<file path="config.mk">
export PLATFORM = sky130hd
export DESIGN_NAME = j1939_vehicle_signal_decoder_core
export DESIGN_NICKNAME = d
export VERILOG_FILES = /design/src/hdl/jvsd_pkg.sv /design/src/hdl/jvsd_fifo.sv /design/src/hdl/jvsd_front.sv /design/src/hdl/jvsd_back.sv /design/src/hdl/j1939_vehicle_signal_decoder_core.sv
export SDC_FILE = /design/constraint.sdc
export NUM_CORES = 1
export LEC_CHECK = 0
export ABC_AREA = 1
export BUFFER_PORTS_ARGS = -buffer_cell sky130_fd_sc_hd__buf_4
export CAP_MARGIN = 20
export CORE_UTILIZATION = 55
export CTS_CLUSTER_SIZE = 10
export DETAILED_ROUTE_END_ITERATION = 6
export PLACE_DENSITY_LB_ADDON = 0.25
export SYNTH_ARGS = -nofsm -noshare
export SYNTH_HDL_FRONTEND = slang
export SYNTH_SLANG_ARGS = --single-unit
</file>
<file path="constraint.sdc">
create_clock -name clk -period 4.25 [get_ports clk]
set_input_delay 0.6375 -clock clk [delete_from_list [all_inputs] [get_ports clk]]
set_output_delay 0.6375 -clock clk [all_outputs]
set_load 0.02 [all_outputs]
</file>
<file path="src/hdl/jvsd_pkg.sv">
`default_nettype none

package jvsd_pkg;

	// Field widths fixed by the message set
	localparam int unsigned CAN_ID_W   = 29;
	localparam int unsigned DLC_W      = 4;
	localparam int unsigned DATA_W     = 64;
	localparam int unsigned PGN_W      = 17;
	localparam int unsigned VAL_W      = 16;
	localparam int unsigned RPM_W      = 13;
	localparam int unsigned TIME_W     = 32;
	localparam int unsigned TMO_W      = 16;
	localparam int unsigned CFG_IDX_W  = 2;
	localparam int unsigned FLAG_W     = 5;

	// Known parameter group numbers
	localparam logic [PGN_W-1:0] PGN_ENGINE    = 17'h0F004;
	localparam logic [PGN_W-1:0] PGN_VEH_SPEED = 17'h0FEF1;
	localparam logic [PGN_W-1:0] PGN_SUPPLY    = 17'h0FEF7;

	// PF values from here up carry a group extension in PS
	localparam logic [7:0] PF_PDU2_MIN = 8'd240;

	localparam logic [DLC_W-1:0] MIN_DLC     = 4'd8;
	localparam logic [VAL_W-1:0] NOT_AVAIL16 = 16'hFFFF;
	localparam logic [VAL_W-1:0] MV_SAT      = 16'hFFFF;
	localparam logic [6:0]       MV_PER_BIT  = 7'd50;
	localparam logic [TIME_W-1:0] TICK_MS    = 32'd10;

	// Switch codes
	localparam logic [1:0] SW_OFF = 2'd0;
	localparam logic [1:0] SW_ON  = 2'd1;

	// Timeout register reset values
	localparam logic [TMO_W-1:0] SPEED_TMO_RST  = 16'd500;
	localparam logic [TMO_W-1:0] ENGINE_TMO_RST = 16'd500;
	localparam logic [TMO_W-1:0] SUPPLY_TMO_RST = 16'd1000;

	// Configuration register indexes
	typedef enum logic [CFG_IDX_W-1:0] {
		REG_SPEED_TMO  = 2'd0,
		REG_ENGINE_TMO = 2'd1,
		REG_SUPPLY_TMO = 2'd2
	} jvsd_reg_t;

	// Valid flag bit positions
	localparam int unsigned V_SPEED  = 0;
	localparam int unsigned V_RPM    = 1;
	localparam int unsigned V_PARK   = 2;
	localparam int unsigned V_BRAKE  = 3;
	localparam int unsigned V_SUPPLY = 4;

	// Request kinds
	localparam logic CMD_FRAME = 1'b0;
	localparam logic CMD_TICK  = 1'b1;

	// Classified operation handed from front to back
	typedef enum logic [2:0] {
		OP_NONE,
		OP_TICK,
		OP_CCVS,
		OP_EEC1,
		OP_VEP1
	} jvsd_kind_t;

	typedef struct packed {
		logic                cmd;
		logic [CAN_ID_W-1:0] can_id;
		logic [DLC_W-1:0]    frame_len;
		logic [DATA_W-1:0]   payload;
	} jvsd_in_t;

	typedef struct packed {
		logic [VAL_W-1:0] wheel_speed;
		logic             speed_ok;
		logic [RPM_W-1:0] engine_rpm;
		logic             engine_rpm_ok;
		logic             park_brake_on;
		logic             park_brake_ok;
		logic             brake_pedal_on;
		logic             brake_pedal_ok;
		logic [VAL_W-1:0] key_supply_mv;
		logic             key_supply_ok;
	} jvsd_out_t;

	// val holds speed raw, rpm (low bits) or scaled supply, by kind
	typedef struct packed {
		jvsd_kind_t       kind;
		logic [VAL_W-1:0] val;
		logic             val_na;
		logic [1:0]       park_code;
		logic [1:0]       brake_code;
	} jvsd_op_t;

endpackage

`default_nettype wire

</file>
<file path="src/hdl/jvsd_fifo.sv">
`default_nettype none

module jvsd_fifo #(
	parameter type         T     = logic,
	parameter int unsigned DEPTH = 2
) (
	input  wire logic clk,
	input  wire logic arst_n,
	input  wire logic wr_en,
	input  wire T     wr_data,
	output logic      full,
	input  wire logic rd_en,
	output T          rd_data,
	output logic      empty
);

	localparam int unsigned PW = (DEPTH > 1) ? $clog2(DEPTH) : 1;
	localparam int unsigned CW = $clog2(DEPTH + 1);

	T                mem_q [DEPTH];
	logic [PW-1:0]   wr_ptr_q;
	logic [PW-1:0]   rd_ptr_q;
	logic [CW-1:0]   count_q;
	logic            do_wr;
	logic            do_rd;

	assign full    = (count_q == CW'(DEPTH));
	assign empty   = (count_q == '0);
	assign do_wr   = wr_en && !full;
	assign do_rd   = rd_en && !empty;
	assign rd_data = mem_q[rd_ptr_q];

	// storage
	always_ff @(posedge clk) begin
		if (do_wr) begin
			mem_q[wr_ptr_q] <= wr_data;
		end
	end

	// pointers and fill count
	always_ff @(posedge clk or negedge arst_n) begin
		if (!arst_n) begin
			wr_ptr_q <= '0;
			rd_ptr_q <= '0;
			count_q  <= '0;
		end else begin
			if (do_wr) begin
				wr_ptr_q <= (wr_ptr_q == PW'(DEPTH - 1)) ? '0 : wr_ptr_q + 1'b1;
			end
			if (do_rd) begin
				rd_ptr_q <= (rd_ptr_q == PW'(DEPTH - 1)) ? '0 : rd_ptr_q + 1'b1;
			end
			if (do_wr && !do_rd) begin
				count_q <= count_q + 1'b1;
			end else if (do_rd && !do_wr) begin
				count_q <= count_q - 1'b1;
			end
		end
	end

endmodule

`default_nettype wire

</file>
<file path="src/hdl/jvsd_front.sv">
`default_nettype none

module jvsd_front (
	input  wire jvsd_pkg::jvsd_in_t req,
	output jvsd_pkg::jvsd_op_t      op
);

	logic [7:0]                    pf;
	logic [7:0]                    ps;
	logic [jvsd_pkg::PGN_W-1:0]    pgn;
	logic                          long_enough;
	logic [jvsd_pkg::VAL_W-1:0]    speed_raw;
	logic [jvsd_pkg::VAL_W-1:0]    rpm_raw;
	logic [jvsd_pkg::VAL_W-1:0]    supply_raw;
	logic [jvsd_pkg::VAL_W+6:0]    mv_full;
	logic [jvsd_pkg::VAL_W-1:0]    mv_sat;

	// PGN: PS only counts for PDU2 formats
	assign pf  = req.can_id[23:16];
	assign ps  = req.can_id[15:8];
	assign pgn = {req.can_id[24], pf, (pf >= jvsd_pkg::PF_PDU2_MIN) ? ps : 8'h00};
	assign long_enough = (req.frame_len >= jvsd_pkg::MIN_DLC);

	// raw little-endian words
	assign speed_raw  = req.payload[23:8];
	assign rpm_raw    = req.payload[39:24];
	assign supply_raw = req.payload[63:48];

	// supply scaling, 50 mV per bit, saturated
	assign mv_full = {7'd0, supply_raw} * {16'd0, jvsd_pkg::MV_PER_BIT};
	assign mv_sat  = (mv_full[jvsd_pkg::VAL_W+6:jvsd_pkg::VAL_W] != '0) ?
		jvsd_pkg::MV_SAT : mv_full[jvsd_pkg::VAL_W-1:0];

	// classify
	always_comb begin
		op            = '0;
		op.kind       = jvsd_pkg::OP_NONE;
		op.park_code  = req.payload[3:2];
		op.brake_code = req.payload[29:28];
		if (req.cmd == jvsd_pkg::CMD_TICK) begin
			op.kind = jvsd_pkg::OP_TICK;
		end else if (long_enough) begin
			priority if (pgn == jvsd_pkg::PGN_VEH_SPEED) begin
				op.kind   = jvsd_pkg::OP_CCVS;
				op.val    = speed_raw;
				op.val_na = (speed_raw == jvsd_pkg::NOT_AVAIL16);
			end else if (pgn == jvsd_pkg::PGN_ENGINE) begin
				op.kind   = jvsd_pkg::OP_EEC1;
				op.val    = {3'd0, rpm_raw[15:3]};
				op.val_na = (rpm_raw == jvsd_pkg::NOT_AVAIL16);
			end else if (pgn == jvsd_pkg::PGN_SUPPLY) begin
				op.kind   = jvsd_pkg::OP_VEP1;
				op.val    = mv_sat;
				op.val_na = (supply_raw == jvsd_pkg::NOT_AVAIL16);
			end else begin
				op.kind = jvsd_pkg::OP_NONE;
			end
		end
	end

endmodule

`default_nettype wire

</file>
<file path="src/hdl/jvsd_back.sv">
`default_nettype none

module jvsd_back (
	input  wire logic                              clk,
	input  wire logic                              arst_n,
	input  wire jvsd_pkg::jvsd_op_t                op,
	input  wire logic                              op_valid,
	output logic                                   op_pop,
	input  wire logic                              res_full,
	output logic                                   res_push,
	output jvsd_pkg::jvsd_out_t                    res,
	input  wire logic                              cfg_valid,
	input  wire logic [jvsd_pkg::CFG_IDX_W-1:0]    cfg_index,
	input  wire logic [jvsd_pkg::TMO_W-1:0]        cfg_data
);

	localparam int unsigned TW = jvsd_pkg::TIME_W;

	logic [jvsd_pkg::TMO_W-1:0]  speed_tmo_q, engine_tmo_q, supply_tmo_q;
	logic [TW-1:0]               clock_q, clock_nxt_q;
	logic [TW-1:0]               speed_seen_q, engine_seen_q, supply_seen_q;
	logic [jvsd_pkg::VAL_W-1:0]  speed_q, supply_q;
	logic [jvsd_pkg::RPM_W-1:0]  rpm_q;
	logic [1:0]                  sw_q;
	logic [jvsd_pkg::FLAG_W-1:0] flags_q;

	logic [TW-1:0]               clock_d, clock_nxt_d;
	logic [TW-1:0]               speed_seen_d, engine_seen_d, supply_seen_d;
	logic [jvsd_pkg::VAL_W-1:0]  speed_d, supply_d;
	logic [jvsd_pkg::RPM_W-1:0]  rpm_d;
	logic [1:0]                  sw_d;
	logic [jvsd_pkg::FLAG_W-1:0] flags_d;

	logic fire;
	logic speed_late, engine_late, supply_late;

	assign fire     = op_valid && !res_full;
	assign op_pop   = fire;
	assign res_push = fire;

	// group ages at the time after this tick
	assign speed_late  = (clock_nxt_q - speed_seen_q)  > {16'd0, speed_tmo_q};
	assign engine_late = (clock_nxt_q - engine_seen_q) > {16'd0, engine_tmo_q};
	assign supply_late = (clock_nxt_q - supply_seen_q) > {16'd0, supply_tmo_q};

	// next state
	always_comb begin
		clock_d       = clock_q;
		clock_nxt_d   = clock_nxt_q;
		speed_seen_d  = speed_seen_q;
		engine_seen_d = engine_seen_q;
		supply_seen_d = supply_seen_q;
		speed_d       = speed_q;
		rpm_d         = rpm_q;
		supply_d      = supply_q;
		sw_d          = sw_q;
		flags_d       = flags_q;
		if (fire) begin
			unique case (op.kind)
				jvsd_pkg::OP_TICK: begin
					clock_d     = clock_nxt_q;
					clock_nxt_d = clock_nxt_q + jvsd_pkg::TICK_MS;
					if (speed_late) begin
						flags_d[jvsd_pkg::V_SPEED] = 1'b0;
						flags_d[jvsd_pkg::V_PARK]  = 1'b0;
						flags_d[jvsd_pkg::V_BRAKE] = 1'b0;
					end
					if (engine_late) begin
						flags_d[jvsd_pkg::V_RPM] = 1'b0;
					end
					if (supply_late) begin
						flags_d[jvsd_pkg::V_SUPPLY] = 1'b0;
					end
				end
				jvsd_pkg::OP_CCVS: begin
					unique case (op.park_code)
						jvsd_pkg::SW_OFF: begin
							sw_d[0] = 1'b0;
							flags_d[jvsd_pkg::V_PARK] = 1'b1;
						end
						jvsd_pkg::SW_ON: begin
							sw_d[0] = 1'b1;
							flags_d[jvsd_pkg::V_PARK] = 1'b1;
						end
						default: flags_d[jvsd_pkg::V_PARK] = 1'b0;
					endcase
					unique case (op.brake_code)
						jvsd_pkg::SW_OFF: begin
							sw_d[1] = 1'b0;
							flags_d[jvsd_pkg::V_BRAKE] = 1'b1;
						end
						jvsd_pkg::SW_ON: begin
							sw_d[1] = 1'b1;
							flags_d[jvsd_pkg::V_BRAKE] = 1'b1;
						end
						default: flags_d[jvsd_pkg::V_BRAKE] = 1'b0;
					endcase
					if (!op.val_na) begin
						speed_d = op.val;
					end
					flags_d[jvsd_pkg::V_SPEED] = !op.val_na;
					speed_seen_d = clock_q;
				end
				jvsd_pkg::OP_EEC1: begin
					if (!op.val_na) begin
						rpm_d = op.val[jvsd_pkg::RPM_W-1:0];
					end
					flags_d[jvsd_pkg::V_RPM] = !op.val_na;
					engine_seen_d = clock_q;
				end
				jvsd_pkg::OP_VEP1: begin
					if (!op.val_na) begin
						supply_d = op.val;
					end
					flags_d[jvsd_pkg::V_SUPPLY] = !op.val_na;
					supply_seen_d = clock_q;
				end
				default: begin
				end
			endcase
		end
	end

	// snapshot of the updated state
	always_comb begin
		res.wheel_speed    = speed_d;
		res.speed_ok       = flags_d[jvsd_pkg::V_SPEED];
		res.engine_rpm     = rpm_d;
		res.engine_rpm_ok  = flags_d[jvsd_pkg::V_RPM];
		res.park_brake_on  = sw_d[0];
		res.park_brake_ok  = flags_d[jvsd_pkg::V_PARK];
		res.brake_pedal_on = sw_d[1];
		res.brake_pedal_ok = flags_d[jvsd_pkg::V_BRAKE];
		res.key_supply_mv  = supply_d;
		res.key_supply_ok  = flags_d[jvsd_pkg::V_SUPPLY];
	end

	// timeout registers
	always_ff @(posedge clk or negedge arst_n) begin
		if (!arst_n) begin
			speed_tmo_q  <= jvsd_pkg::SPEED_TMO_RST;
			engine_tmo_q <= jvsd_pkg::ENGINE_TMO_RST;
			supply_tmo_q <= jvsd_pkg::SUPPLY_TMO_RST;
		end else if (cfg_valid) begin
			unique case (cfg_index)
				jvsd_pkg::REG_SPEED_TMO:  speed_tmo_q  <= cfg_data;
				jvsd_pkg::REG_ENGINE_TMO: engine_tmo_q <= cfg_data;
				jvsd_pkg::REG_SUPPLY_TMO: supply_tmo_q <= cfg_data;
				default: begin
				end
			endcase
		end
	end

	// decoder state
	always_ff @(posedge clk or negedge arst_n) begin
		if (!arst_n) begin
			clock_q       <= '0;
			clock_nxt_q   <= jvsd_pkg::TICK_MS;
			speed_seen_q  <= '0;
			engine_seen_q <= '0;
			supply_seen_q <= '0;
			speed_q       <= '0;
			rpm_q         <= '0;
			supply_q      <= '0;
			sw_q          <= '0;
			flags_q       <= '0;
		end else begin
			clock_q       <= clock_d;
			clock_nxt_q   <= clock_nxt_d;
			speed_seen_q  <= speed_seen_d;
			engine_seen_q <= engine_seen_d;
			supply_seen_q <= supply_seen_d;
			speed_q       <= speed_d;
			rpm_q         <= rpm_d;
			supply_q      <= supply_d;
			sw_q          <= sw_d;
			flags_q       <= flags_d;
		end
	end

	// look-ahead time always one tick ahead
	a_clock_ahead: assert property (@(posedge clk) disable iff (!arst_n)
		clock_nxt_q == clock_q + jvsd_pkg::TICK_MS)
		else $error("look-ahead clock out of step");

	// frames never move time
	a_frame_no_time: assert property (@(posedge clk) disable iff (!arst_n)
		fire && op.kind != jvsd_pkg::OP_TICK |=> $stable(clock_q))
		else $error("frame advanced the clock");

	// ticks only ever clear valid flags
	a_tick_no_set: assert property (@(posedge clk) disable iff (!arst_n)
		fire && op.kind == jvsd_pkg::OP_TICK |=> (flags_q & ~$past(flags_q)) == '0)
		else $error("tick set a valid flag");

	// ignored frames leave flags alone
	a_none_stable: assert property (@(posedge clk) disable iff (!arst_n)
		fire && op.kind == jvsd_pkg::OP_NONE |=> $stable(flags_q))
		else $error("ignored frame changed flags");

endmodule

`default_nettype wire

</file>
<file path="src/hdl/j1939_vehicle_signal_decoder_core.sv">
`default_nettype none
// J1939 vehicle signal decoder.
// Input channel (push/full): each request is either a received extended CAN
// frame (cmd = 0) or one 10 ms time tick (cmd = 1). Frames of CCVS, EEC1 and
// VEP1 with a DLC of 8 or more update the held signals and stamp their group.
// Result channel (empty/pop): exactly one snapshot of all held values and
// valid flags per request, in request order.
// Configuration channel (cfg_valid/cfg_ready): three 16-bit group timeouts in
// ms; the user must write them only while the block is idle, as the block
// does not enforce this. cfg_ready is always high. A request is decoded
// combinationally into the command queue; the back end writes its snapshot
// into the result queue and empty falls. Throughput: one request per cycle
// while the result queue has room, limited by the single back-end update step.
// When the receiver stalls, the result queue fills, the back end holds, the
// command queue fills behind it and full rises; nothing is dropped.
// Reset: all held values, times and valid flags clear, timeouts return to
// 500/500/1000 ms and both queues empty.
module j1939_vehicle_signal_decoder_core #(
	parameter int unsigned CMD_QUEUE_DEPTH = 2,
	parameter int unsigned RES_QUEUE_DEPTH = 2
) (
	input  wire logic                              clk,
	input  wire logic                              arst_n,
	input  wire logic                              push,
	output logic                                   full,
	input  wire jvsd_pkg::jvsd_in_t                req,
	output logic                                   empty,
	input  wire logic                              pop,
	output jvsd_pkg::jvsd_out_t                    rsp,
	input  wire logic                              cfg_valid,
	output logic                                   cfg_ready,
	input  wire logic [jvsd_pkg::CFG_IDX_W-1:0]    cfg_index,
	input  wire logic [jvsd_pkg::TMO_W-1:0]        cfg_data
);

	jvsd_pkg::jvsd_op_t  op_in, op_out;
	jvsd_pkg::jvsd_out_t res;
	logic                op_empty, op_pop, res_full, res_push;

	assign cfg_ready = 1'b1;

	// classify incoming requests
	jvsd_front u_front (
		.req (req),
		.op  (op_in)
	);

	// command queue between front and back
	jvsd_fifo #(
		.T     (jvsd_pkg::jvsd_op_t),
		.DEPTH (CMD_QUEUE_DEPTH)
	) u_cmd_q (
		.clk     (clk),
		.arst_n  (arst_n),
		.wr_en   (push),
		.wr_data (op_in),
		.full    (full),
		.rd_en   (op_pop),
		.rd_data (op_out),
		.empty   (op_empty)
	);

	// state update and snapshot
	jvsd_back u_back (
		.clk       (clk),
		.arst_n    (arst_n),
		.op        (op_out),
		.op_valid  (!op_empty),
		.op_pop    (op_pop),
		.res_full  (res_full),
		.res_push  (res_push),
		.res       (res),
		.cfg_valid (cfg_valid && cfg_ready),
		.cfg_index (cfg_index),
		.cfg_data  (cfg_data)
	);

	// result queue
	jvsd_fifo #(
		.T     (jvsd_pkg::jvsd_out_t),
		.DEPTH (RES_QUEUE_DEPTH)
	) u_res_q (
		.clk     (clk),
		.arst_n  (arst_n),
		.wr_en   (res_push),
		.wr_data (res),
		.full    (res_full),
		.rd_en   (pop),
		.rd_data (rsp),
		.empty   (empty)
	);

endmodule

`default_nettype wire

</file>
# Word level (Yosys, flattened, before mapping)
# Memory sizes are Yosys's and may differ from the RTL's.
# Index checks and enable logic that the tools add are counted.
# totals
ff_bits	268
ram_bits	152
input_bits	121
output_inout_bits	55
word_cells	135
memories	2
# op_classes
add_sub_neg	12
mul	1
order_cmp	5
n_eq_ne	16
mux	45
n_reduce_logical	35
# memory_table
memory	depth	width	read_ports	rd_ports_with_merged_regs	write_ports	line	source
u_res_q.mem_q	2	52	1	0	1	jvsd_fifo.sv:20	T mem_q [DEPTH];
u_cmd_q.mem_q	2	24	1	0	1	jvsd_fifo.sv:20	
# ops
op	n
2-to-1 mux 16 bit	7
> comparator 32 x 16 -> 1 bit	3
subtractor 32 bit	3
2-to-1 mux 20 bit	3
equality test 17 x 16 -> 1 bit, second input constant	3
equality test 16 bit, second input constant	3
2-to-1 mux 13 bit	3
2-to-1 mux 17 bit	2
adder 32 x 4 -> 32 bit, second input constant	1
multiplier 16 x 5 -> 21 bit, second input constant	1
2-to-1 mux 2 bit	7
AND reduction 2 bit	7
2-to-1 mux 1 bit	13
zero test 2 bit	5
one-hot mux 1 bit (2 select lines)	5
logical AND 1 bit	9
zero test 1 bit	9
>= comparator 8 bit, second input constant	1
2-to-1 mux 8 bit	1
nonzero test 7 bit	1
equality test 2 x 1 -> 1 bit, second input constant	3
equality test 2 bit, second input constant	3
equality test 3 x 2 -> 1 bit, second input constant	2
2-to-1 mux 3 bit	2
other kinds (10)	17

# Longest topological paths before layout
# Gate-level depths: netlist of run 1.
# logic_depth
depth_word	8
ltp_mapped	28
depth_no_buf	28

# Hierarchy
# Synthesis of run 1 repeated with hierarchy kept, for this count alone.
# hier_totals
cells_unflattened	3568
area_unflattened_um2	26669.3
# modules_own_cells
module	instances	cells_per_inst	area_each_um2	seq_area_each_um2
jvsd_back	1	2676	18031.0	6406.1
jvsd_fifo at u_res_q	1	303	4038.9	3223.1
jvsd_front	1	429	2598.7	0.0
jvsd_fifo at u_cmd_q	1	157	1985.7	1541.5
j1939_vehicle_signal_decoder_core	1	3	15.0	0.0

# Least setup slack after synthesis of run 1
# Ideal clock, no wire load.
# synth_timing
path_kind	input to register
start	in req[51] in the netlist's numbering
end	mem u_cmd_q.mem_q[0][11] in the netlist's numbering, data pin
setup_time_ps	265
t_arrival_ps	3404
t_required_ps	3985
path_slack_ps	580
cell_stages	18
path_buffers	1
path_cell_list	ha_1 > ha_1 > inv_1 > fa_1 > inv_1 > ha_1 > nor2_1 > a21oi_1 > a21oi_1 > o21bai_1 > nand3_1 > nand3_1 > nand2_1 > nor2_1 > nand2_1 > nand2_1 > buf_2 > a21oi_1
# synth_lines
element	line	source
start, declared	j1939_vehicle_signal_decoder_core.sv:26	input wire jvsd_pkg::jvsd_in_t req,
end, declared	jvsd_fifo.sv:20	

==> results of run 1 <==
[report_power, final]
group / internal [µW] / leakage (µW) / switching, µW
clock network: 2150 / 0.000673 / 1610
logic: 4070 / 0.00962 / 7870
registers: 5650 / 0.00486 / 445
total: 11900 / 0.0151 / 9920
[metrics by stage]
stage / hold slack, ps / cell area [µm²] / worst slack, ps / util (%) / total power, µW
floorplan: 341.9 / 25810 / 580.5 / - / 14020
global placement: 467.7 / 27740 / 173.6 / 59.70 / 17550
detailed placement: 474.1 / 27770 / 171.2 / 59.77 / 17900
CTS: 59.37 / 29180 / 213.8 / 62.80 / 21730
global route: 93.46 / 29240 / 14.87 / 62.94 / 23580
finish: 37.13 / 29240 / 310.6 / 62.94 / 21780
[layout make-up]
| type | count | share of cell area (%) |
|---|---|---|
| clock buffers | 78 | 4.561 |
| repair buffers | 184 | 4.998 |
| flip-flops and latches | 415 | 38.21 |
| well taps | 607 | 2.597 |
| clock inverters | 5 | 0.2567 |
| multi-input cells | 2340 | 42.43 |
| inverters | 541 | 6.953 |
[kinds of logic after synthesis]
| family | count (synthesis) |
|---|---|
| simple gates | 1575 |
| buf+inv | 607 |
| compound gates | 468 |
| flops | 415 |
| fa+ha+maj | 206 |
| xor+xnor | 88 |
| mux | 2 |
| other cells | 1 |
[placed cells by master (no fill, tap or decap), types with 19 or more instances in the layout]
cell type,synthesis,layout
a21oi_1,166,166
buf_4,1,176
clkbuf_1,59,28
clkbuf_16,0,48
dfrtp_1,243,242
dfstp_2,20,20
edfxtp_1,152,152
ha_1,192,192
inv_1,534,534
nand2_1,1070,1066
nand3_1,119,117
nand4_1,40,40
nor2_1,260,253
nor3_1,36,36
o21ai_0,256,256
xnor2_1,19,19
xor2_1,69,67
[repair_timing]
action / in CTS / in global routing
buffers inserted: 0 / 0
endpoints found under the setup margin: 0 / 11
endpoints found under the hold margin: 0 / 0
gates resized for setup: 0 / 7
[layer usage]
layer  global-route usage (%)  vias up
met5                        0        -
met4                    6.317        0
met3                    5.205       78
met2                    47.39      590
met1                    45.09    10760
li1                         -    11040
[worst max path at each step]
stage                     slack [ps]  cells past startpoint                    to                   from
after floorplan                  580                     18  u_cmd_q.mem_q[0][11]                req[51]
after global placement           170                     20   u_cmd_q.mem_q[0][7]                req[49]
after detailed placement         170                     17  u_cmd_q.mem_q[0][20]                req[52]
after CTS                        210                     25  u_res_q.mem_q[0][21]  u_back.clock_nxt_q[1]
after global routing              10                     23  u_res_q.mem_q[0][17]  u_back.clock_nxt_q[1]
final                            310                     26   u_res_q.mem_q[1][0]  u_back.clock_nxt_q[1]
[registers in the layout, indices dropped and copies added (netlist names)]
| name | cells |
|---|---|
| u_back.engine_seen_q | 31 |
| u_cmd_q.mem_q | 48 |
| u_res_q.wr_ptr_q | 1 |
| u_back.speed_tmo_q | 16 |
| u_back.supply_tmo_q | 16 |
| u_res_q.mem_q | 104 |
| u_res_q.rd_ptr_q | 1 |
| u_back.flags_q | 5 |
| u_back.speed_q | 16 |
| u_cmd_q.wr_ptr_q | 1 |
| u_back.supply_seen_q | 31 |
| u_back.engine_tmo_q | 16 |
| u_back.sw_q | 2 |
| u_res_q.count_q | 2 |
| u_back.speed_seen_q | 31 |
| u_back.supply_q | 16 |
| u_cmd_q.rd_ptr_q | 1 |
| u_back.rpm_q | 13 |
| u_cmd_q.count_q | 2 |
| u_back.clock_nxt_q | 31 |
| u_back.clock_q | 31 |
==> impl_metrics.tcl, run 1 <==
set metrics [dict create \
    status "finished clean" \
    synthTopCellsByArea "dfrtp_1 24%, edfxtp_1 18%, nand2_1 16%" \
    fin_crit_sh_pct 92.69 \
    portBuffers 145 \
    syn_area_per_cell_um2 7.676 \
    yosys.area_share.adder_pct 10.39 \
    synthXorXnorAreaFrac_pct 2.987 \
    route.met3.wl_um 5105 \
    p_leak_uw 0.01515 \
    yosys.area.top_type "dfrtp_1" \
    grt_usage_pct 30.67 \
    seqCellArea_um2 11170 \
    synth-compound-area-share_pct 9.507 \
    synth_top_family_by_area "simple AND/OR/NAND/NOR gates" \
    grt_pass1_wl_um 114000 \
    fill_cells 4074 \
    place_congestion 0.9306 \
    antenna_found_initial 0 \
    critPathKind "reg2reg" \
    hold_buffers 0 \
    wl_met1_um 34430 \
    setup_viol 0 \
    drt_pass1_iterations 6 \
    slew_viol_final 0 \
    multi_input_area_um2 12410 \
    r2r-start "u_back.clock_nxt_q[1]" \
    cts_root_buffer "clkbuf_16" \
    synthArstFlopShare_pct 63.37 \
    path_buf_inv 3 \
    cp.arrival_ps 4390 \
    maxSlewHeadroom_pct 33.13 \
    std_cell_rows 79 \
    wl_per_cell_um 17.51 \
    max_slew.worst_pin.slew_ps 1003 \
    required_ps 4700 \
    start_util_pct 55.55 \
    num_antenna_cells 0 \
    stdcell_count 4170 \
    clock_skew_ps 32.41 \
    top_layer "met4" \
    cp-end-kind "flip-flop" \
    die_w_um 218.6 \
    hold_violations 0 \
    r2r_cells 26 \
    grt_pass1_vias 21420 \
    powerDensity_nw_per_um2 744.9 \
    grt_max_degree 96 \
    yosysSeqAreaShare_pct 43.29 \
    io-pin-count 176 \
    ys_top_cells_by_count "1070 x nand2_1, 534 x inv_1, 260 x nor2_1, 256 x o21ai_0, 243 x dfrtp_1" \
    drive_gt1_share_pct 8.532 \
    slowest_stage "dfstp_2" \
    grt-ovfl-total 0 \
    r2r-end "u_res_q.mem_q[1][0]" \
    wl_met2_um 32340 \
    timing.setup.tns_ps 0 \
    clkTransAtPathRegs_ps 60 \
    cts_tree "built" \
    synth.top_cell.area_share_pct 23.56 \
    clk_latency_ps 600 \
    htree_levels 2 \
    crit_family "simple AND/OR/NAND/NOR gates" \
    synth_cell_types 51 \
    irDropWorstVdd_v 0.0005559 \
    syn_nets 3689 \
    ys_ff_latch 415 \
    fp.dieH_um 218.6 \
    post-route-min-period_ps 3939 \
    hpwl_um 56800 \
    core_um2 46460 \
    clk_path_buf_depth 3 \
    yosys_warnings 0 \
    syn_inst 3362 \
    numCtsBuffers 48 \
    drc 0 \
    netlist_area_um2 25810 \
    ant_nets 0 \
    r2r_setup_slack_ps 310 \
    critPathMaxFanout 4 \
    cap_viol_max_count 0 \
    cpPeakStageDelay_ps 530 \
    synth-simple-area-share_pct 24.84 \
    wirelength_um 73010 \
    yosys.cell_count.top_type "nand2_1" \
    cts_sinks 415 \
    dp_cells 4085 \
    crit_path_frequent_cell "nand2_1" \
    via_per_inst 5.388 \
    synth_ff_type "dfrtp_1" \
    max_freq_mhz 253.8 \
    synthToLayoutAreaGrowth_pct 13.30 \
    vias 22470 \
    hold_class "in2async" \
    synth-edff-count 152 \
    rsz0062_at_grt "false" \
    die-area_um2 47790 \
    drt-initial-drc-count 1708 \
    start_kind "flip-flop" \
    synth.area.mux_share_pct 0.07757 \
    fin_nets 3857 \
]
Note: power is estimated with default switching activity, not from simulation.
==> run 2, diff against run 1 <==
==> constraint.sdc (replaced) <==
create_clock -name clk -period 5.05 [get_ports clk]
set_input_delay 1.01 -clock clk [delete_from_list [all_inputs] [get_ports clk]]
set_output_delay 1.01 -clock clk [all_outputs]
set_load 0.02 [all_outputs]
==> run 2 against run 1 <==
Design area is 0.65% lower. Critical path depth grew 1. Clock skew decreased by 6.0 ps. Critical endpoint is now u_res_q.mem_q[1][21]. Highest routed layer unchanged.
==> impl_metrics.tcl, run 2 (synthesis gave the netlist of run 1 again) <==
set metrics [dict create \
    die-area_um2 47790 \
    grt_pass1_vias 21100 \
    dp_cells 4062 \
    drive_gt1_share_pct 7.753 \
    r2r-start "u_back.clock_nxt_q[1]" \
    antenna_found_initial 1 \
    htree_levels 2 \
    hold_buffers 0 \
    start_util_pct 55.55 \
    crit_start "u_back.clock_nxt_q[1]" \
    multi_input_area_um2 12380 \
    synthToLayoutAreaGrowth_pct 12.56 \
    post-route-min-period_ps 4332 \
    irDropWorstVdd_v 0.0005377 \
    cts_sinks 415 \
    grt_max_degree 116 \
    std_cell_rows 79 \
    status "finished clean" \
    required_ps 5460 \
    critPathKind "reg2reg" \
    fin_crit_sh_pct 85.79 \
    clock_skew_ps 26.41 \
    vias 22180 \
    wl_per_cell_um 17.14 \
    max_freq_mhz 230.8 \
    reg.largest.list "u_res_q.mem_q x104, u_cmd_q.mem_q x48" \
    r2r_setup_slack_ps 720 \
    via_per_inst 5.340 \
    clkTransAtPathRegs_ps 50 \
    slew_viol_final 0 \
    largest_reg_flops 104 \
    final_common_cell "nand2_1" \
    fin_nets 3834 \
    cp-end-kind "flip-flop" \
    grt-ovfl-total 0 \
    stdcell_count 4154 \
    seqCellArea_um2 11170 \
    rsz0062_at_grt "false" \
    die_w_um 218.6 \
    postCtsResizedCells 0 \
    clk_path_buf_depth 3 \
    cts_root_buffer "clkbuf_16" \
    cts_tree "built" \
    timing.setup.tns_ps 0 \
    clk_latency_ps 600 \
    wirelength_um 71210 \
    setup_viol 0 \
    powerDensity_nw_per_um2 620.9 \
    fill_cells 4026 \
    drt_pass1_iterations 5 \
    portBuffers 145 \
    power.total_uw 18040 \
    num_antenna_cells 0 \
    p_leak_uw 0.01503 \
    maxSlewHeadroom_pct 33.08 \
    place_congestion 0.9110 \
    numCtsBuffers 48 \
    core_um2 46460 \
    fp.dieH_um 218.6 \
    io-pin-count 176 \
    cp.arrival_ps 4740 \
    hpwl_um 55220 \
    regMostFlops "u_res_q.mem_q" \
    cap_viol_max_count 0 \
    max_slew.worst_pin.slew_ps 1000 \
    critPathMaxFanout 5 \
    grt_usage_pct 30.00 \
    grt_pass1_wl_um 111300 \
    final_cell_mix "1068 x nand2_1, 534 x inv_1, 256 x o21ai_0" \
    start_kind "flip-flop" \
    drc 0 \
    hold_class "in2async" \
    ant_nets 0 \
    drt-initial-drc-count 1888 \
    post_cts_buffers 0 \
    hold_violations 0 \
]
[run 2: changes by cell type in the layout (fill, tap and decap cells not counted), sizes merged]
cell / before / now
inv: 541 / 540
clkbuf: 78 / 85
clkinv: 5 / 7
buf: 184 / 160
[run 2: area by class of cell]
cell class	instances	share of cell area (%)
well taps	607	2.614
inverters	541	6.999
clock inverters	6	0.3618
flip-flops and latches	415	38.46
repair buffers	161	4.329
multi-input cells	2340	42.60
clock buffers	84	4.635
[run 2: power by group]
group	internal, µW	switching (µW)
clock network	1820	1370
logic	3270	6390
registers	4750	444
total	9830	8200
[run 2: path summary, 6_finish.rpt]
kind | endpoint | cells past startpoint
setup / recovery | u_res_q.mem_q[1][21] | 27
hold / removal | u_back.engine_seen_q[3] | 1
setup reg to reg | u_res_q.mem_q[1][21] | 27
hold reg to reg | u_back.speed_seen_q[28] | 2
max in group asynchronous | u_back.supply_q[4] | 2
min in group clk | u_back.speed_seen_q[28] | 2
[run 2: worst max-delay path, stage by stage (launching register included)]
cell and delay, ps:
dfstp_2 570, inv_1 120, ha_1 230, fa_1 430, inv_1 150, nand2_1 60
nand2_1 70, nand3_1 70, nand2_1 150, nand2_1 70, nand2_1 130, xor2_1 180
ha_1 260, a21oi_1 150, o21ai_0 100, nor2_1 140, nand2_1 70, nand2_1 100
nand2_1 100, nor2_1 160, nand2_1 70, inv_1 50, nand2_1 40, nor2_1 90
nand3_1 190, nand2_1 120, nand2_1 60, nand2_1 200
[run 2: stage by stage]
| step | hold slack, ps | setup slack, ps | utilization, % | instance area [µm²] |
|---|---|---|---|---|
| 4_1_cts | 486.6 | 738.7 | 62.45 | 29010 |
| 6_report | 469.8 | 717.6 | 62.53 | 29050 |
| 3_5_place_dp | 473.7 | 345.7 | 59.33 | 27560 |
| 2_1_floorplan | 449.4 | 1008 | - | 25810 |
| 5_1_grt | 503.1 | 489.1 | 62.53 | 29050 |
| 3_3_place_gp | 466.8 | 384.8 | 59.29 | 27550 |
[run 2: routing by layer]
metal | part of all wire (%) | track usage [%] | wire [µm]
met4 | 2.2 | 7.483 | 1534
met2 | 44 | 45.50 | 31350
met1 | 46 | 44.07 | 33030
met3 | 7.4 | 5.511 | 5288
met5 | 0 | 0 | 0
